<file path="src/sv/brq_pkg.sv">
package brq_pkg;

  // Physical store size in bytes; a power of two.
  localparam int STORE_BYTES = 4096;
  localparam int ADDR_W      = $clog2(STORE_BYTES);
  localparam int PTR_W       = 12;
  localparam int CAP_W       = 12;
  localparam logic [CAP_W-1:0] CAP_RESET = CAP_W'(4088);

  localparam int NUM_BANKS  = 8;
  localparam int LANE_W     = $clog2(NUM_BANKS);
  localparam int BANK_ROWS  = STORE_BYTES / NUM_BANKS;
  localparam int ROW_W      = ADDR_W - LANE_W;
  localparam int LEN_W      = LANE_W + 1;
  localparam int SIZE_W     = 2;
  localparam int DATA_W     = 64;

  typedef enum logic {
    FUNC_PUSH = 1'b0,
    FUNC_POP  = 1'b1
  } func_t;

  typedef struct packed {
    logic             en;
    logic [ROW_W-1:0] row;
    logic [7:0]       wbyte;
  } lane_t;

  typedef struct packed {
    logic [LANE_W-1:0] a0;
    logic [SIZE_W-1:0] size;
  } pop_info_t;

  function automatic logic [LEN_W-1:0] size_len(input logic [SIZE_W-1:0] size);
    size_len = LEN_W'(1) << size;
  endfunction

endpackage

</file>
<file path="src/sv/brq_bank_ram.sv">
module brq_bank_ram (
  input  logic                      clk,
  input  logic                      we,
  input  logic                      re,
  input  logic [brq_pkg::ROW_W-1:0] addr,
  input  logic [7:0]                wdata,
  output logic [7:0]                rdata
);

  logic [7:0] mem [brq_pkg::BANK_ROWS];

  always_ff @(posedge clk) begin
    if (we) begin
      mem[addr] <= wdata;
    end
    if (re) begin
      rdata <= mem[addr];
    end
  end

endmodule

</file>
<file path="config.mk">
export PLATFORM = sky130hd
export DESIGN_NAME = brq_bank_ram
export DESIGN_NICKNAME = d
export VERILOG_FILES = /design/src/sv/brq_pkg.sv /design/src/sv/brq_bank_ram.sv
export SDC_FILE = /design/constraint.sdc
export NUM_CORES = 2
export LEC_CHECK = 0
export BUFFER_PORTS_ARGS = -buffer_cell sky130_fd_sc_hd__buf_2
export CAP_MARGIN = 40
export CORE_ASPECT_RATIO = 1.25
export CORE_MARGIN = 10
export CORE_UTILIZATION = 50
export DETAILED_ROUTE_END_ITERATION = 6
export GPL_ROUTABILITY_DRIVEN = 0
export PLACE_DENSITY_LB_ADDON = 0.25
export REMOVE_ABC_BUFFERS = 1
export SYNTH_ARGS = -nofsm -noshare
export SYNTH_HDL_FRONTEND = slang
export SYNTH_SLANG_ARGS = --single-unit
</file>
<file path="constraint.sdc">
create_clock -name clk -period 3.2 [get_ports clk]
set_input_delay 0.16 -clock clk [delete_from_list [all_inputs] [get_ports clk]]
set_output_delay 0.16 -clock clk [all_outputs]
set_load 0.05 [all_outputs]
</file>
# == Word level (Yosys, flattened, before mapping) ==
# Memory sizes are Yosys's and may differ from the RTL's. A register that Yosys moved wholly into a read port is not among the register bits.
# Cells that the tools add are included.
# totals
memories,1
in_bits,20
ff_bits,0
ramBits,4096
# classes
mux,2
# mem_list
memory,depth,word_bits,rd,rd_clocked_by_memory_dff,write_ports,line,source
mem,512,8,1,1,1,brq_bank_ram.sv:10,logic [7:0] mem [brq_pkg::BANK_ROWS];
# op_table
op,count
1-bit two-way mux,2

# == Longest topological paths before layout ==
# depth
depth_word,2
ltp_mapped,13

# == Worst setup path after synthesis ==
# OpenSTA, ideal clock, no wires.
# synth_timing
path_type,input port to flip-flop
from,in addr[0] (netlist name)
to,"mem mem[463][0], enable pin"
path_buffers,8
setup_slack_ns,0.591
setup_time_ns,0.370
stages,10
arrival_time_ns,2.238
t_required_ns,2.830
path_cell_list,buf_6 > buf_12 > buf_6 > buf_6 > buf_4 > buf_2 > buf_2 > nand4_1 > clkbuf_1 > nor2_1
# synth_lines
item,line,source
"start, declared",brq_bank_ram.sv:5,"input logic [brq_pkg::ROW_W-1:0] addr,"
"end, declared",brq_bank_ram.sv:10,
# Straight into the memory's write port.

==> impl_metrics.toml <==
[outcome]
status = "finished, violations left"
failed_checks = "DRC, setup timing"

[floorplan]
rows = 231
die_area_um2 = 340000
num_io_pins = 28
core_area_um2 = 316000
dieHeight_um = 649
start_util_pct = 50.1
die_w_um = 523

[global_routing]
gr-total-overflow = 0
antenna_found_initial = 21
grt_pass1_wl_mm = 643
grt_max_degree = 141
grt_usage_pct = 26.2
grt_pass1_vias = 85500

[synth]
synth_xor_area_share_pct = 0
yosysTopAreaCell = "edfxtp_1"
ys_ff_latch = 4104
synth_area_leaders = "edfxtp_1 (78%), mux4_2 (12%), mux2i_1 (2.7%)"
synth_compound_area_share_pct = 3.42
synthAdderAreaFrac_pct = 0
synth-simple-area-share_pct = 2.73
synth_common_cells = "edfxtp_1 (4,104), mux4_2 (816), nor2_1 (548)"
synth-edff-count = 4104
ys_types = 66
ys_warn_count = 0
synth_top_area_share_pct = 77.8
yosysSeqAreaShare_pct = 77.8
syn_area_per_cell_um2 = 20.9
synth-async-reset-ratio_pct = 0
synth-main-ff-cell = "edfxtp_1"
synthCells = 7575
netlist_area_um2 = 158000
synth_mux_area_share_pct = 14.5
yosys.cell_count.top_type = "edfxtp_1"
synth_top_family_by_area = "multiplexers"

[routing]
final_antenna_net_count = 0
wl_met3_mm = 39.9
drt-pass1-iter-count = 7
drt_wl_total_mm = 452
avgViaCountPerCell = 6.27
drt-met1-wl_mm = 163
met2WireLength_mm = 221
drc = 3
vias = 84800
wl_per_cell_um = 33.4
dr.max_layer_used = "met5"
drtIter0Drc = 11100

[sta]
period_share_pct = 101
hold_ws_ns = 0.0738
finalHoldViolations = 0
setup_viol = 1
fin_crit_ns = 3.24
layout_setup_ws_ns = -0.0428
max_slew_margin_pct = 28.5
finClkSkew_ns = 0.0671
rsz0062_at_grt = "no"
final-max-slew-violation-count = 0
worst_pin_slew_ns = 1.07
fmax_mhz = 308

[power]
sw_frac_of_total_pct = 21.2
irDropWorstVdd_mv = 0.735
p_per_area_nw_per_um2 = 588
p_comb_share_pct = 5.3
leakagePower_nw = 61.8
internal_power_mw = 87.1
switching_power_mw = 23.5
p_clk_share_pct = 41.1
finalPower_mw = 111
seqPwrFrac_pct = 53.6

[layout]
drive_gt1_share_pct = 31.9
fin_util_pct = 59.5
area_delta_synth_final_pct = 18.7
layout.nets = 9021
design_area_um2 = 188000
finalNonFillerCells = 13500

[setup_path]
start_kind = "flip-flop"
path_max_fanout = 1
crit_required_ns = 3.87
critPathCaptureType = "flip-flop"
worstPathArrival_ns = 3.91
critPathKind = "flip-flop to flip-flop"

[clocking]
cts_root_buf = "clkbuf_16"
insertion_delay_ns = 0.95
clock-sinks = 4104
cts.clk_slew.worst_paths_ns = 0.06
cts_made_buffers = 388
cts_tree = "yes"
clock_path_buffers = 4
htreeDepth = 5
cts_setup_buffers = 0

[placed_design]
dp_hpwl_mm = 303
placed_area_um2 = 175000
place_inst = 12800
io_buffers = 27

[min_path]
min_path_type = "primary input to flip-flop"

[flow_run]
drv_cap = 0
==> per-stage QoR <==
stage          TNS, ns  worst slack, ns
6_report       -0.0428          -0.0428
3_5_place_dp     -7.14            -1.29
2_1_floorplan    -6.20            -1.05
4_1_cts              0          0.00760
5_1_grt              0          0.00137
3_3_place_gp    -11.08            -1.90
==> power by group through the flow <==
stage	Combinational (mW)	Sequential [mW]	Clock, mW
after CTS	5.84	59.2	46.0
after floorplan	1.78	60.4	0
after detailed placement	5.79	60.4	0
final	5.86	59.2	45.5
after global placement	5.68	60.4	0
after global routing	6.06	59.2	48.0
==> path summary, 6_finish.rpt <==
check	slack [ns]	startpoint	end	cells after the start
worst min-delay path	0.07	we	mem[396][6]	4
worst min register to register	0.92	mem[180][2]	rdata[2]	5
worst max register to register	-0.04	mem[51][2]	rdata[2]	7
worst max-delay path	-0.04	mem[51][2]	rdata[2]	7
==> layout by cell type, fill, tap and decap left out, drive strengths merged, types with 18 or more instances in the layout <==
cell type / n
nand4: 47
nor2b: 25
o21ai: 45
clkinvlp: 25
buf: 1509
clkinv: 179
a32oi: 26
nand2: 130
and2: 19
mux4: 816
nor2: 548
o22ai: 118
mux2: 18
a21oi: 77
clkbuf: 447
a22oi: 181
a211oi: 36
edfxtp: 4104
a31oi: 76
a221oi: 92
nor4: 38
nand3: 47
nor3: 22
bufinv: 39
mux2i: 434
a22o: 47
and3: 25
==> area by class of cell <==
class / instances / area [um2]
clock inverters: 251 / 2340
inverters: 4 / 20.0
multi-input cells: 2984 / 33100
repair buffers: 1519 / 14000
diodes: 7 / 17.5
fillers: 22500 / 128000
clock buffers: 446 / 10100
flip-flops and latches: 4104 / 123000
well taps: 4194 / 5250
==> what timing repair did <==
| item | in CTS | in global routing |
|---|---|---|
| pin swaps | 2 | 2 |
| setup endpoints to repair | 8 | 3 |
| gates resized for setup | 23 | 3 |
| hold buffers | 9 | 0 |
| endpoints found under the hold margin | 884 | 0 |
==> cell families (layout without fill, tap and decap cells) <==
| logic type | count (synthesis) | in the layout |
|---|---|---|
| compound gates | 758 | 758 |
| buf+inv | 487 | 2220 |
| flops | 4104 | 4104 |
| mux | 1268 | 1268 |
| other cells | 0 | 7 |
| simple gates | 958 | 958 |
==> critical path: stages, from the launching register on <==
cell	delay (ns)
edfxtp_1	0.37
mux4_2	0.47
mux2i_1	0.35
o22ai_1	0.22
nor3_4	0.56
o211ai_1	0.42
nor3_2	0.44
nand4_1	0.13
==> flip-flops by register name, summed over array words and instances, names as in the netlist <==
signal  flops
mem      4096
rdata       8
==> metal layers <==
metal	track usage, %	vias to the layer above
li1	-	34600
met4	13.2	10
met3	4.66	1008
met2	42.8	4435
met1	34.0	44700
met5	0	-
No activity file was read; power rests on OpenSTA's default activity.
