<file path="src/sv/brq_pkg.sv">
package brq_pkg;

  // Physical store size in bytes; a power of two.
  localparam int STORE_BYTES = 4096;
  localparam int ADDR_W      = $clog2(STORE_BYTES);
  localparam int PTR_W       = 12;
  localparam int CAP_W       = 12;
  localparam logic [CAP_W-1:0] CAP_RESET = CAP_W'(4088);

  localparam int NUM_BANKS  = 8;
  localparam int LANE_W     = $clog2(NUM_BANKS);
  localparam int BANK_ROWS  = STORE_BYTES / NUM_BANKS;
  localparam int ROW_W      = ADDR_W - LANE_W;
  localparam int LEN_W      = LANE_W + 1;
  localparam int SIZE_W     = 2;
  localparam int DATA_W     = 64;

  typedef enum logic {
    FUNC_PUSH = 1'b0,
    FUNC_POP  = 1'b1
  } func_t;

  typedef struct packed {
    logic             en;
    logic [ROW_W-1:0] row;
    logic [7:0]       wbyte;
  } lane_t;

  typedef struct packed {
    logic [LANE_W-1:0] a0;
    logic [SIZE_W-1:0] size;
  } pop_info_t;

  function automatic logic [LEN_W-1:0] size_len(input logic [SIZE_W-1:0] size);
    size_len = LEN_W'(1) << size;
  endfunction

endpackage

</file>
<file path="src/sv/brq_pop_align.sv">
module brq_pop_align (
  input  logic [7:0]                 bank_data [brq_pkg::NUM_BANKS],
  input  brq_pkg::pop_info_t         info,
  output logic [brq_pkg::DATA_W-1:0] value
);

  logic [brq_pkg::LEN_W-1:0] len;

  assign len = brq_pkg::size_len(info.size);

  // Byte i of the result came from bank (a0 + i); bytes beyond the length read zero.
  always_comb begin
    logic [brq_pkg::LANE_W-1:0] idx;
    for (int i = 0; i < brq_pkg::NUM_BANKS; i++) begin
      idx = info.a0 + brq_pkg::LANE_W'(i);
      value[i*8 +: 8] = (brq_pkg::LEN_W'(i) < len) ? bank_data[idx] : 8'h00;
    end
  end

endmodule

</file>
<file path="config.mk">
export PLATFORM = sky130hd
export DESIGN_NAME = brq_pop_align
export DESIGN_NICKNAME = d
export VERILOG_FILES = /design/src/sv/brq_pkg.sv /design/src/sv/brq_pop_align.sv
export SDC_FILE = /design/constraint.sdc
export NUM_CORES = 1
export LEC_CHECK = 0
export BUFFER_PORTS_ARGS = -buffer_cell sky130_fd_sc_hd__buf_2
export CORE_ASPECT_RATIO = 0.6
export CORE_UTILIZATION = 50
export DETAILED_ROUTE_END_ITERATION = 8
export MAX_ROUTING_LAYER = met4
export PLACE_DENSITY = 0.82
export SLEW_MARGIN = 20
export SYNTH_ARGS = -nofsm -noshare
export SYNTH_HDL_FRONTEND = slang
export SYNTH_SLANG_ARGS = --single-unit
</file>
<file path="constraint.sdc">
create_clock -name vclk -period 3.6
set_input_delay 0.72 -clock vclk [all_inputs]
set_output_delay 0.72 -clock vclk [all_outputs]
set_load 0.05 [all_outputs]
</file>
**Word-level counts from Yosys, hierarchy flattened**

Cells that the tools add are included.

- Add/sub/neg operators: 7
- Multipliers: 0
- Divide/modulo/power cells: 0
- $lt $le $gt $ge: 16
- Equality and inequality tests: 0
- Shift operators: 1
- Multiplexer cells: 32
- Bitwise gates (word level): 8
- Reduce and logical (&&, ||, !) cells: 0

Operators by type and width:

| operator | count |
|---|---|
| 8-bit binary-select mux with 3-bit select | 8 |
| 8-bit 2-to-1 mux | 24 |
| 4-bit >= comparator, second input constant | 8 |
| 3-bit inverter with 4-bit output | 8 |
| 3-bit by 4-bit less-than comparator with 1-bit output, first input constant | 4 |
| 3-bit adder, second input constant | 4 |
| 1-bit by 4-bit less-than comparator with 1-bit output, first input constant | 2 |
| 2-bit by 4-bit less-than comparator with 1-bit output, first input constant | 2 |
| 3-bit by 2-bit adder with 3-bit output, second input constant | 2 |
| 1-bit by 2-bit left shift with 4-bit output, first input constant | 1 |
| 3-bit by 1-bit adder with 3-bit output, second input constant | 1 |

- Register bits: 0
- Bits in latches: 0
- RAM bits: 0
- ROM bits: 0
- Output and inout port bits: 64
- Word-level logic and storage cells: 64
- Memories kept: 0

**Logic depth before layout (Yosys ltp)**

- Word-level depth: 6
- Depth in mapped cells: 10
- Gate-level depth less buffers: 5

**Least setup slack after synthesis**

OpenSTA, ideal clock, no wires.

- Kind: input-to-output
- From: in info[2] (netlist bit)
- To: out value[11] (netlist bit)
- Arrival: 3.666 ns
- Slack: -0.786 ns
- Cell stages on the path: 9
- Path through: inv_2 -> clkbuf_1 -> ha_1 -> buf_2 -> buf_6 -> buf_6 -> mux2i_1 -> and3_1 -> nor4_1

- Longest elaborated chain between the ends: 6

Ends and longest elaborated chain:

| item | line | source |
|---|---|---|
| start: declaration | brq_pop_align.sv:3 | `input brq_pkg::pop_info_t info,` |
| 3-bit by 1-bit adder with 3-bit output | brq_pop_align.sv:15 | `idx = info.a0 + brq_pkg::LANE_W'(i);` |
| 3-bit inverter with 4-bit output (implied by the code) | brq_pop_align.sv:16 | `value[i*8 +: 8] = (brq_pkg::LEN_W'(i) < len) ? bank_data[idx] : 8'h00;` |
| 8-bit binary-select mux with 3-bit select | brq_pop_align.sv:16 |  |
| 8-bit 2-to-1 mux (implied by the code) (2 in series) | brq_pop_align.sv:16 |  |
| 8-bit 2-to-1 mux | brq_pop_align.sv:16 |  |
| end: declaration | brq_pop_align.sv:4 | `output logic [brq_pkg::DATA_W-1:0] value` |

No other way between the ends. The select of a mux whose other input is x is not followed.

**Worst setup path after layout**

- From: in info[3] (netlist bit)
- To: out value[47] (netlist bit)

- Longest elaborated chain between the ends: 6

Ends and longest elaborated chain:

| item | line |
|---|---|
| 3-bit adder | brq_pop_align.sv:15 |
| 3-bit inverter with 4-bit output (implied by the code) | brq_pop_align.sv:16 |
| 8-bit binary-select mux with 3-bit select | brq_pop_align.sv:16 |
| 8-bit 2-to-1 mux (implied by the code) (2 in series) | brq_pop_align.sv:16 |
| 8-bit 2-to-1 mux | brq_pop_align.sv:16 |

No other way between the ends. The select of a mux whose other input is x is not followed.

==> impl_metrics.ini <==
[status]
status = complete, but fails checks
failed_checks = design-rule violations

[placed_design]
io_buffer_count = 133
hpwlAfterDp_mm = 10.4
globalplace.congestion = 0.960

[synth]
synth_largest_area_cell = mux2_2
synth_top_area_share = 0.224
syn_avg_cell_area_sq_um = 8.00
syn-num-nets = 523
yosysSeqAreaShare = 0
synth_cells = 452
synth_area_leaders = mux2_2, mux2i_1, mux2_4
syn_area_sq_mm = 0.00361
ys_warn_count = 0
yosysUniqueCellTypes = 35

[job]
drv_cap = 0

[worst_setup_path]
end_kind = output port
cp_num_buf_inv = 4
worstPathRequired_ns = 2.88
critPathMaxStageDelay_ns = 0.34
path_delay_family = buffers and inverters
critPathLaunchType = primary input
crit_chain = buf_2 -> buf_12 -> ha_1 -> xor2_2 -> buf_4 -> o31ai_1 -> nor4_4 -> buf_2
crit_top_cell = buf_2
crit_path_top_delay_cell = buf_12
cp.arrival_ns = 2.68
crit_start = info[3]
worstSetupPathType = primary input to output port
worstPathMaxFanout = 65

[clocking]
post-cts-setup-buffer-count = 0
post_cts_resized = 0
hold_buffers = 0

[timing]
finalSetupViolCount = 0
hold_viol = 0
maxSlewHeadroom = 0.521
fin_tns_setup_ns = 0
hold_slack_ns = 2.02
rsz0062_at_grt = false
drv_slew = 0
fin_crit_ns = 3.40
fin_crit_sh = 0.944
max_freq_mhz = 294
worst_pin_slew_ns = 0.718

[route]
via_per_inst = 6.94
drcViolationCount = 8
vias = 4420
first_pass_iters = 9
routedWlPerCell_microns = 21.5
drt_iter0_markers = 481
ant_nets = 0
wirelength_mm = 13.7

[cells_and_area]
drive_gt1_frac = 0.512
fill_cells = 564
area_growth_pct = 27.1
n_clock_buffer = 0
layout.nets = 622
register_area_sq_um = 0
multiInputGateArea_sq_mm = 0.00356
utilization = 0.674
seq_cell_count = 0

[min_path]
hp-class = primary input to output port
hp-start = info[0]

[global_routing]
globalRouteOverflowTotal = 0
grt_max_degree = 105
track_usage = 0.359
grt_pass1_wl_mm = 21.1
antenna_found_initial = 1
grt_pass1_vias = 3967

[floorplanning]
start_util = 0.530
core-area_sq_mm = 0.00682
fp.dieW_microns = 112
dieArea_sq_mm = 0.00758
ios = 133
fp.dieH_microns = 67.9
placementRows = 23

[power_and_ir_drop]
cellLeakagePower_nw = 2.03
cellPowerDensity_mw_per_mm2 = 224
peakVddDrop_mv = 0.202
## final timing paths
path | to | slack [ns] | cells after the start
max | value[47] | 0.20 | 8
min | value[38] | 2.02 | 4
## where the power goes
part / switching, mW / total [mW] / internal (mW)
combinational: 0.659 / 1.03 / 0.370
sequential: 0 / 0 / 0
clock: 0 / 0.0000000372 / 0.0000000372
## cell usage after synthesis (6+ instances only)
master / n
a2111o_1: 7
mux2_2: 72
buf_6: 7
o21ai_0: 8
nor3_1: 49
and3_1: 36
o31ai_1: 18
a2111oi_0: 7
mux2i_1: 32
a31oi_1: 7
mux4_2: 8
o31a_1: 7
mux2_4: 17
and4bb_1: 7
o22ai_1: 40
nor2b_1: 7
buf_2: 26
nand3_1: 21
buf_4: 6
and4_1: 7
nor4_1: 18
nor2_1: 8
clkbuf_1: 20
## stage by stage
step           area [sq um]  std cells  power [mW]  worst slack, ns
2_1_floorplan          3880        452       0.765           0.0776
3_3_place_gp           4590        636       0.991            0.272
3_5_place_dp           4590        636        1.01            0.213
4_1_cts                4590        636        1.01            0.213
5_1_grt                4590        637        1.08           0.0827
6_report               4590        637        1.03            0.202
## layer usage
layer	track usage	share of wire	routed length [microns]
met3	0.0549	0.11	1550
met5	-	0	0
met2	0.554	0.43	5910
met1	0.495	0.44	6000
met4	0.0811	0.015	208
## cell type report
class,count,area share
multi-input combinational,389,0.775
tap,87,0.0237
timing repair buffer,158,0.199
inverter,2,0.00163
antenna,1,0.000545
## layout by cell type (no fill, tap or decap)
cell / instances
inv_2: 1
diode_2: 1
mux4_2: 8
a31oi_1: 7
ha_4: 1
o22ai_1: 40
o31a_1: 7
and3_1: 36
mux2_2: 72
nor4_4: 18
inv_1: 1
ha_1: 1
mux2_4: 17
xor2_2: 2
o21ai_0: 8
buf_2: 133
nor3_1: 49
and4bb_1: 7
a2111oi_0: 7
nand2_1: 2
nor2_1: 8
buf_4: 20
or2_2: 2
a2111o_1: 7
mux2i_1: 32
o31ai_1: 18
and2_1: 1
nor2b_1: 7
buf_12: 5
and4_1: 7
nand3_1: 21
xnor2_2: 2
nand2b_1: 2
## logic make-up after synthesis
| kind of cell | Yosys count | synth area share |
|---|---|---|
| AND/OR/NAND/NOR | 160 | 0.263 |
| buffers and inverters | 63 | 0.0955 |
| AO/OA/AOI/OAI | 94 | 0.186 |
| XOR/XNOR | 4 | 0.0159 |
| multiplexers | 129 | 0.433 |
| adder cells (fa/ha/maj) | 2 | 0.00692 |
Note: power is estimated with default switching activity, not from simulation.
