`config.mk`:
```
export PLATFORM = sky130hd
export DESIGN_NAME = brq_lane_map
export DESIGN_NICKNAME = d
export VERILOG_FILES = /design/src/sv/brq_pkg.sv /design/src/sv/brq_lane_map.sv
export SDC_FILE = /design/constraint.sdc
export NUM_CORES = 1
export LEC_CHECK = 0
export ABC_AREA = 1
export BUFFER_PORTS_ARGS = -buffer_cell sky130_fd_sc_hd__buf_4
export CAP_MARGIN = 20
export CORE_MARGIN = 2
export CORE_UTILIZATION = 40
export DETAILED_ROUTE_END_ITERATION = 8
export PLACE_DENSITY = 0.74
export SYNTH_ARGS = -nofsm -noshare
export SYNTH_HDL_FRONTEND = slang
export SYNTH_SLANG_ARGS = --single-unit
```
`constraint.sdc`:
```
create_clock -name vclk -period 15.67
set_input_delay 4.701 -clock vclk [all_inputs]
set_output_delay 4.701 -clock vclk [all_outputs]
set_load 0.02 [all_outputs]
```
`src/sv/brq_pkg.sv`:
```
package brq_pkg;

  // Physical store size in bytes; a power of two.
  localparam int STORE_BYTES = 4096;
  localparam int ADDR_W      = $clog2(STORE_BYTES);
  localparam int PTR_W       = 12;
  localparam int CAP_W       = 12;
  localparam logic [CAP_W-1:0] CAP_RESET = CAP_W'(4088);

  localparam int NUM_BANKS  = 8;
  localparam int LANE_W     = $clog2(NUM_BANKS);
  localparam int BANK_ROWS  = STORE_BYTES / NUM_BANKS;
  localparam int ROW_W      = ADDR_W - LANE_W;
  localparam int LEN_W      = LANE_W + 1;
  localparam int SIZE_W     = 2;
  localparam int DATA_W     = 64;

  typedef enum logic {
    FUNC_PUSH = 1'b0,
    FUNC_POP  = 1'b1
  } func_t;

  typedef struct packed {
    logic             en;
    logic [ROW_W-1:0] row;
    logic [7:0]       wbyte;
  } lane_t;

  typedef struct packed {
    logic [LANE_W-1:0] a0;
    logic [SIZE_W-1:0] size;
  } pop_info_t;

  function automatic logic [LEN_W-1:0] size_len(input logic [SIZE_W-1:0] size);
    size_len = LEN_W'(1) << size;
  endfunction

endpackage

```
`src/sv/brq_lane_map.sv`:
```
module brq_lane_map (
  input  logic [brq_pkg::PTR_W-1:0]  base,
  input  logic [brq_pkg::SIZE_W-1:0] size,
  input  logic [brq_pkg::DATA_W-1:0] data,
  output brq_pkg::lane_t             lanes [brq_pkg::NUM_BANKS]
);

  logic [brq_pkg::ADDR_W-1:0] addr;
  logic [brq_pkg::LANE_W-1:0] a0;
  logic [brq_pkg::ROW_W-1:0]  row0;
  logic [brq_pkg::LEN_W-1:0]  len;

  assign addr = brq_pkg::ADDR_W'(base);
  assign a0   = addr[brq_pkg::LANE_W-1:0];
  assign row0 = addr[brq_pkg::ADDR_W-1:brq_pkg::LANE_W];
  assign len  = brq_pkg::size_len(size);

  // Bank b holds the byte at offset (b - a0) mod NUM_BANKS of the access. When
  // the access crosses a row boundary the low banks take the following row.
  always_comb begin
    logic [brq_pkg::LANE_W-1:0] off;
    logic [brq_pkg::LEN_W-1:0]  pos;
    for (int b = 0; b < brq_pkg::NUM_BANKS; b++) begin
      off = brq_pkg::LANE_W'(b) - a0;
      pos = {1'b0, a0} + {1'b0, off};
      lanes[b].en    = {1'b0, off} < len;
      lanes[b].row   = row0 + brq_pkg::ROW_W'(pos[brq_pkg::LANE_W]);
      lanes[b].wbyte = data[off*8 +: 8];
    end
  end

endmodule

```
Word-level counts from Yosys, hierarchy flattened
Index checks and enable logic that the tools add are counted.

storage, ports and cells
  output and inout bits = 144
  memory bits (writable) = 0
  bits in latches = 0
  memory bits (read-only) = 0
  input port bits = 78
  memories = 0
  register bits = 0

operators by class
  $mul = 0
  magnitude comparators = 8
  reductions and logical operators = 0
  div/mod/pow operators = 0
  muxes and demuxes = 0
  bitwise operators = 0
  eq/ne operators = 0
  shift-type cells = 9
  $add $sub $neg = 24

operator list
  cell                   number
  $shiftx A64 B7 Y8      8
  $add A9 B1 Y9          8
  $add A3 B3 Y4          8
  $lt A3 B4 Y1           8
  $sub A3 B3 Y3 const A  4
  $sub A1 B3 Y3 const A  2
  $sub A2 B3 Y3 const A  2
  $shl A1 B2 Y4 const A  1

Logic depth before layout (Yosys ltp)
Gate-level depths: netlist of the first run.

  word-level depth = 3
  depth in mapped cells = 17
  gate-level depth less buffers = 14

Least setup slack after synthesis of the first run
No wires, ideal clock.

  path type = in2out
  start point = input port base[1] (netlist name)
  end point = output port lanes[140] (netlist name)
  setup slack = 4.027 ns
  arrival = 6.942 ns
  stages = 15
  data required time = 10.969 ns
  buffers on the path = 3
  path through = buf_2 > inv_2 > buf_2 > ha_1 > buf_2 > inv_2 > nand2_1 > nand3_1 > a21boi_0 > ha_1 > ha_1 > inv_1 > nor2_1 > nand2_1 > xor2_1

RTL lines
  element             RTL line           RTL
  start: declaration  brq_lane_map.sv:2  input logic [brq_pkg::PTR_W-1:0] base,
  end: declaration    brq_lane_map.sv:5  output brq_pkg::lane_t lanes [brq_pkg::NUM_BANKS]

==> PnR_summary.wiki, run 1 <==
{| class="wikitable"
! Metric !! Value
|-
| Sequential Area || 0 um^2
|-
| Number of antenna violations at the first check in global routing || 0
|-
| WL per Instance || ~15 um
|-
| Endpoint of the worst hold path || lanes[15]
|-
| CP Capture Type || output port
|-
| Post-synth design cell area || 0.003872 mm^2
|-
| Hold WC Path Type || input port to output port
|-
| Number of clock buffers in the layout || 0
|-
| Req. time, crit path || about 11 ns
|-
| # nets final || slightly above 1000
|-
| Clock power share || 0%
|-
| Top cell type's share of synthesized area || 34.25%
|-
| Kind of start point of the critical path || input port
|-
| Crit-path max FO || between 70 and 80
|-
| Mean instance size in the synthesized netlist || about 5 um^2
|-
| Syn Inst Count || 755
|-
| Vias || between 5000 and 6000
|-
| Maximum number of pins on one net before global-route repair || 72
|-
| Wire length of the first global-routing pass || around 24 mm
|-
| Switching Fraction || between 60 and 70%
|-
| Ports || between 200 and 250
|-
| Ratio of cells with drive above 1 in the final layout || 26.16%
|-
| Total gr overflow || 0
|-
| Routability cong. || approximately 0.9
|-
| Die area || between 0.01 and 0.015 mm^2
|-
| Outcome || finished, final reports clean
|-
| Number of sequential storage elements || 0
|-
| Number of buffers inserted for hold repair after clock tree synthesis || 0
|-
| Number of global-route vias before repair || 4973
|-
| Worst-case headroom to the max-slew limit || a little under a third
|-
| WL final || 15.35 mm
|-
| Number of DRC violations after detailed routing || 0
|-
| Post-layout utilization of the core || 57.49%
|-
| Startpoint of the worst hold path || base[10]
|-
| Yosys warns || 0
|-
| Slew of the pin with the lowest slew margin || about 1.0 ns
|-
| Internal Power || between 0.1 and 0.15 mW
|-
| Total of max-cap violations || 0
|-
| Area added between synthesis and finish || 38.48%
|-
| Post-synth net total || roughly 860
|-
| LEAKAGE || roughly 3.0 nW
|-
| Pwr/cell area || around 50 mW/mm^2
|-
| Fraction of power consumed by sequential logic || 0%
|-
| Fin crit period || between 10 and 15 ns
|-
| Post-CTS Setup Repair Bufs || 0
|-
| Final Max Slew Viols || 0
|-
| Post-CTS sizing || 0
|-
| Number of standard-cell rows in the floorplan || 35
|-
| Number of cells traversed by the worst hold path || 2
|-
| Switching power of the nets || around 0.17 mW
|-
| Type of the worst setup path || input port to output port
|-
| Setup total negative slack || 0 ns
|-
| PortBufs || 222
|-
| Leading post-synthesis cells by cell area || nand3_1 (34%), nand2_1 (25%), ha_1 (10%)
|-
| Place WS || around 2.7 ns
|-
| Setup slack of the critical path after layout || around 2.6 ns
|-
| Crit path launch || base[0]
|-
| Instance count after placement with tap cells included || around 1100
|-
| Fraction of power consumed by combinational cells || 100.0%
|-
| Initial cell density of the core || 41.52%
|-
| Tot GR Track Use || 27.90%
|-
| Final Total Pwr || roughly 0.27 mW
|-
| RSZ-0062 raised after global routing || no
|-
| Die Span Y || just over 100 um
|-
| Total count of hold-check failures in the final report || 0
|-
| Final setup viols || 0
|-
| Remaining number of nets flagged by the antenna check after routing || 0
|-
| Vias per Instance || between 5 and 6
|-
| Worst IR drop on VDD || 31.59 uV
|-
| Cell with the most instances after synthesis || nand3_1
|-
| Placeable core area || about 0.0093 mm^2
|-
| Placed wire-length estimate || ~12 mm
|-
| Number of DRC markers after the initial detailed-route iteration || 310
|-
| Synth cell count leaders || nand3_1 (265), nand2_1 (259), xor2_1 (40), inv_1 (38), ha_1 (31)
|-
| Cell type with the highest aggregate area in the netlist || nand3_1
|-
| Die Span X || about 100 um
|-
| Data arrival time of the critical path || 8.33 ns
|-
| Drt first pass iters || 5
|-
| Period Utilization, post-route || about 83%
|-
| Distinct cell type count after synthesis || 23
|-
| Final Instance Count excl. Fillers || approximately 1100
|-
| Proportion of synthesized chip area in sequential cells || 0%
|-
| Highest clock frequency the design can meet || ~0.077 GHz
|-
| Inserted Diodes || 0
|}
## layer usage
layer | share of wire, % | up-vias | track usage (%)
li1 | - | 2832 | -
met3 | 8.9 | 34 | 3.830
met1 | 43 | 2468 | 38.82
met4 | 2.3 | 0 | 8.000
met2 | 46 | 286 | 44.89
met5 | 0 | - | 0
## stage by stage
stage,instance area [um^2],hold WS [ns]
floorplan,3872,9.515
global placement,5363,9.632
detailed placement,5363,9.632
CTS,5363,9.633
global route,5363,9.638
finish,5363,9.633
## cell families (layout without fill, tap and decap cells)
group                    count (synthesis)  count (layout)  share of synthesized area [%]
AND/OR/NAND/NOR                        564             564                          64.65
buffers and inverters                  101             271                          13.57
AO/OA/AOI/OAI                           17              17                          2.262
XOR/XNOR                                42              42                          9.499
adder cells (fa/ha/maj)                 31              31                          10.02
## critical path, stage by stage
cell and delay, ns:
buf_4 0.54, inv_2 0.62, ha_1 0.50, inv_2 0.45, nand2_1 0.14, nand2_1 0.11
nand3_1 0.07, nand2_1 0.10, ha_1 0.18, ha_1 0.22, inv_1 0.06, nor2_1 0.24
nand2_1 0.09, nand2_1 0.07, nand2_1 0.04, buf_4 0.15
## power groups by stage
stage | clock network, mW | logic (mW) | registers, mW
3_3_place_gp | 0 | 0.268 | 0
3_5_place_dp | 0 | 0.268 | 0
4_1_cts | 0 | 0.269 | 0
6_report | 0 | 0.270 | 0
2_1_floorplan | 0 | 0.167 | 0
5_1_grt | 0 | 0.294 | 0
## cell type report
class,instances,area (um^2)
Multi-Input combinational cell,654,3347
Fill cell,1033,3965
Timing Repair Buffer,223,1674
Inverter,48,180.2
Tap cell,129,161.4
## placed cells by master, fill, tap and decap left out
master and instances:
nor2_1 30, nand2_1 259, nor2_4 2, nand3_1 265
nor3_4 1, nand2_4 2, xnor2_1 2, xor2_1 40
inv_1 38, a21oi_1 8, nor2_2 1, a21boi_0 1
or2_2 1, o21ai_0 8, clkinv_1 1, inv_2 9
nand2_2 3, buf_4 223, ha_1 31
## worst max path at each step
stage                     cells after the start          to  slack [ns]
after floorplan                              15  lanes[140]        4.03
after global routing                         16   lanes[34]        2.23
final                                        16   lanes[34]        2.64
after detailed placement                     14  lanes[102]        2.69
after global placement                       14  lanes[140]        2.74
after CTS                                    14  lanes[102]        2.69
Power figures use the tool's default switching activity.
==> run 2, diff against run 1 <==
Clock period 15.67 ns to 12.88 ns, I/O delays scaled along.
==> PnR_summary.wiki, run 2 (same netlist as run 1, synthesis figures left out) <==
{| class="wikitable"
! Metric !! Value
|-
| Highest-utilization routing layer at the global route stage || met2
|-
| WL final || 15.24 mm
|-
| Setup total negative slack || 0 ns
|-
| Worst-case headroom to the max-slew limit || between 50% and 60%
|-
| Inserted Diodes || 0
|-
| CP Capture Type || output port
|-
| Final Max Slew Viols || 0
|-
| Number of antenna violations at the first check in global routing || 0
|-
| GR met1 Demand/Resource || 38.76%
|-
| Data arrival time of the critical path || roughly 7 ns
|-
| Slew of the pin with the lowest slew margin || around 0.67 ns
|-
| Placeable core area || around 0.0093 mm^2
|-
| Most common library cell in the layout ignoring fill and taps || nand3_1
|-
| Vias per Instance || about 5.3
|-
| Highest clock frequency the design can meet || around 0.093 GHz
|-
| Hold WC Path Type || input port to output port
|-
| Met3 GRT Util || 3.146%
|-
| Worst IR drop on VDD || around 45 uV
|-
| Number of buffers inserted for hold repair after clock tree synthesis || 0
|-
| Drt first pass iters || 5
|-
| Post-CTS Setup Repair Bufs || 0
|-
| Outcome || finished, final reports clean
|-
| # nets final || roughly 1000
|-
| Type of the worst setup path || input port to output port
|-
| Cell area after placement || 0.005370 mm^2
|-
| Number of clock buffers in the layout || 0
|-
| Tot GR Track Use || a little over a quarter
|-
| LEAKAGE || 3.002 nW
|-
| Area added between synthesis and finish || 38.68%
|-
| Largest stage delay on the critical path || slightly above 0.8 ns
|-
| Number of sequential storage elements || 0
|-
| Total of max-cap violations || 0
|-
| Sequential Area || 0 um^2
|-
| Crit path cell chain || buf_4 > inv_2 > ha_1 > clkinv_1 > ha_1 > inv_1 > nor2_1 > a21oi_1 > buf_4
|-
| Number of DRC markers after the initial detailed-route iteration || 283
|-
| Ports || between 200 and 250
|-
| Wire length of the first global-routing pass || 23.63 mm
|-
| WL per Instance || approximately 14 um
|-
| Critical-path top delay cell || ha_1
|-
| Initial cell density of the core || 41.52%
|-
| Maximum number of pins on one net before global-route repair || 72
|-
| RSZ-0062 raised after global routing || no
|-
| Number of DRC violations after detailed routing || 0
|-
| Ratio of cells with drive above 1 in the final layout || a little over a quarter
|-
| Req. time, crit path || 9.02 ns
|-
| Period Utilization, post-route || between 80% and 90%
|-
| Pwr/cell area || 61.10 mW/mm^2
|-
| Fin crit period || roughly 11 ns
|-
| Die Span X || a little over 100 um
|-
| Number of global-route vias before repair || approximately 4800
|-
| Total gr overflow || 0
|-
| Final setup viols || 0
|-
| Number of standard-cell rows in the floorplan || 35
|-
| Remaining number of nets flagged by the antenna check after routing || 0
|-
| PortBufs || between 200 and 250
|-
| Die Span Y || roughly 100 um
|-
| Highest-count cells in the layout ignoring fill and taps || nand3_1 (265), nand2_1 (259), buf_4 (224)
|-
| Non-Filler Cell Area, Final || roughly 0.0054 mm^2
|-
| Post-CTS sizing || 0
|-
| Kind of start point of the critical path || input port
|-
| Die area || ~0.010 mm^2
|-
| Routability cong. || approximately 1.0
|-
| Crit-path max FO || 39
|-
| GR Util met2 || between 40 and 50%
|-
| Placed wire-length estimate || 12.09 mm
|-
| Vias || 5632
|-
| Total count of hold-check failures in the final report || 0
|}
## run 2: changes by cell type in the layout (fill, tap and decap cells not counted)
| cell | delta |
|---|---|
| buf_4 | +1 |
## run 2: worst max-delay path, delay by kind of cell
family                     cells  cell delay, ns
buffers and inverters          5            1.57
adders and majority gates      2            1.28
AOI/OAI and AO/OA              1            0.15
and+or+nand+nor                1            0.03
## run 2: power by group
group,switching (mW),internal [mW]
Sequential,0,0
Clock,0,0
Combinational,0.202,0.126
## run 2: layout make-up
| class | count | area, um^2 |
|---|---|---|
| Fill cell | 984 | 3958 |
| Multi-Input combinational cell | 654 | 3347 |
| Timing Repair Buffer | 224 | 1682 |
| Inverter | 48 | 180.2 |
| Tap cell | 129 | 161.4 |
## run 2: metrics by stage
stage          utilization, %  hold WS, ns  setup slack (ns)  cells  total power, mW
3_5_place_dp            57.57        7.958             2.126   1055           0.3266
6_report                57.57        7.958             2.095   1055           0.3281
2_1_floorplan               -        7.841             2.911    755           0.2027
4_1_cts                 57.57        7.958             2.123   1055           0.3275
5_1_grt                 57.57        7.968             1.772   1055           0.3561
3_3_place_gp            57.57        7.959             2.150   1055           0.3265
## run 2: worst paths after layout
kind	endpoint	slack, ns	cells after the start	startpoint
worst max-delay path	lanes[53]	2.10	9	base[1]
worst min-delay path	lanes[15]	7.96	2	base[10]
## run 2: routing by layer
layer  part of all wire [%]  vias up
met5                      0        -
met4                    2.2        0
met3                    8.2       30
met2                     45      263
met1                     44     2506
li1                       -     2833
==> run 3, diff against run 2 <==
Clock period 12.88 ns to 11.2 ns, I/O delays scaled along.
==> PnR_summary.wiki, run 3 (same netlist as run 1, synthesis figures left out) <==
{| class="wikitable"
! Metric !! Value
|-
| Outcome || finished, final reports clean
|-
| CP dominant cell by count || nand2_1
|-
| Vias per Instance || between 5 and 6
|-
| Area added between synthesis and finish || 38.68%
|-
| Final setup viols || 0
|-
| LEAKAGE || between 3 and 4 nW
|-
| Crit-path max FO || 39
|-
| Number of standard-cell rows in the floorplan || 35
|-
| Highest-count cells in the layout ignoring fill and taps || nand3_1 (265), nand2_1 (259), buf_4 (224)
|-
| Worst-case headroom to the max-slew limit || 54.25%
|-
| Type of the worst setup path || input port to output port
|-
| Vias || 5575
|-
| Pwr/cell area || between 70 and 80 mW/mm^2
|-
| WL final || between 15 and 20 mm
|-
| Tot GR Track Use || 26.83%
|-
| Final Total Pwr || between 0.3 and 0.4 mW
|-
| Post-CTS Setup Repair Bufs || 0
|-
| Post-layout utilization of the core || 57.57%
|-
| Data arrival time of the critical path || 6.48 ns
|-
| Crit path cell chain || buf_4 > inv_2 > ha_1 > inv_2 > nand2_1 > nand2_1 > nand3_1 > nand2_1 > ha_1 > ha_1 > inv_1 > nor2_1 > nand2_1 > nand2_1 > nand2_1 > buf_4
|-
| Req. time, crit path || 7.84 ns
|-
| Critical-path top delay cell || inv_2
|-
| Die area || roughly 0.010 mm^2
|-
| Hold WC Path Type || input port to output port
|-
| Number of buffers inserted for hold repair after clock tree synthesis || 0
|-
| # nets final || between 1000 and 1500
|-
| Highest clock frequency the design can meet || between 0.1 and 0.15 GHz
|-
| Maximum number of pins on one net before global-route repair || 72
|-
| Post-CTS sizing || 0
|-
| Routability cong. || 0.9019
|-
| Placeable core area || a little over 0.009 mm^2
|-
| Total of max-cap violations || 0
|-
| Largest stage delay on the critical path || ~0.46 ns
|-
| Post-Route Hold Slack || slightly below 7 ns
|-
| Number of DRC markers after the initial detailed-route iteration || around 300
|-
| Setup total negative slack || 0 ns
|-
| PortBufs || approximately 220
|-
| Kind of start point of the critical path || input port
|-
| Number of sequential storage elements || 0
|-
| Cell family with most CP delay || buffers and inverters
|-
| Inserted Diodes || 0
|-
| Number of global-route vias before repair || 4807
|-
| Sequential Area || 0 um^2
|-
| Most common library cell in the layout ignoring fill and taps || nand3_1
|-
| Period Utilization, post-route || between 80% and 90%
|-
| Total gr overflow || 0
|-
| Die Span Y || ~100 um
|-
| Cell area after placement || 0.005370 mm^2
|-
| Non-Filler Cell Area, Final || 0.005370 mm^2
|-
| Die Span X || roughly 100 um
|-
| Remaining number of nets flagged by the antenna check after routing || 0
|-
| Worst IR drop on VDD || 50.86 uV
|-
| Worst path buffer plus inverter count || 5
|-
| WL per Instance || approximately 14 um
|-
| Drt first pass iters || 6
|-
| Initial cell density of the core || between 40 and 50%
|-
| Total count of hold-check failures in the final report || 0
|-
| Ratio of cells with drive above 1 in the final layout || 26.24%
|-
| Final Max Slew Viols || 0
|-
| Fin crit period || about 9.8 ns
|-
| Ports || between 200 and 250
|-
| RSZ-0062 raised after global routing || no
|-
| Placed wire-length estimate || around 12 mm
|-
| Slew of the pin with the lowest slew margin || roughly 0.69 ns
|-
| CP Capture Type || output port
|-
| Number of antenna violations at the first check in global routing || 0
|-
| Wire length of the first global-routing pass || around 23 mm
|-
| Number of DRC violations after detailed routing || 0
|-
| Number of clock buffers in the layout || 0
|}
## run 3: per-layer routing
metal  vias to the layer above  track usage, %  routed length (um)
met1                      2506           37.74                6849
met4                         0           4.923                 214
met3                        24           2.462                1105
met5                         -               0                   0
li1                       2829               -                   -
met2                       216           44.94                7006
## run 3: path summary, 6_finish.rpt
| kind | startpoint | cells after the start | end |
|---|---|---|---|
| worst min-delay path | base[10] | 2 | lanes[15] |
| worst max-delay path | base[1] | 16 | lanes[34] |
## run 3: metrics by stage
step | std cells | setup slack, ns
after global placement | 1055 | 1.488
after detailed placement | 1055 | 1.407
final | 1055 | 1.362
after floorplan | 755 | 2.239
after CTS | 1055 | 1.396
after global routing | 1055 | 1.040
## run 3: power by group
| part | total, mW | internal, mW | switching, mW |
|---|---|---|---|
| clock network | 0 | 0 | 0 |
| registers | 0 | 0 | 0 |
| logic | 0.378 | 0.145 | 0.232 |
## run 3: area by class of cell
class / instances / area [um^2]
inverters: 48 / 180.2
well taps: 129 / 161.4
fillers: 988 / 3958
repair buffers: 224 / 1682
multi-input cells: 654 / 3347
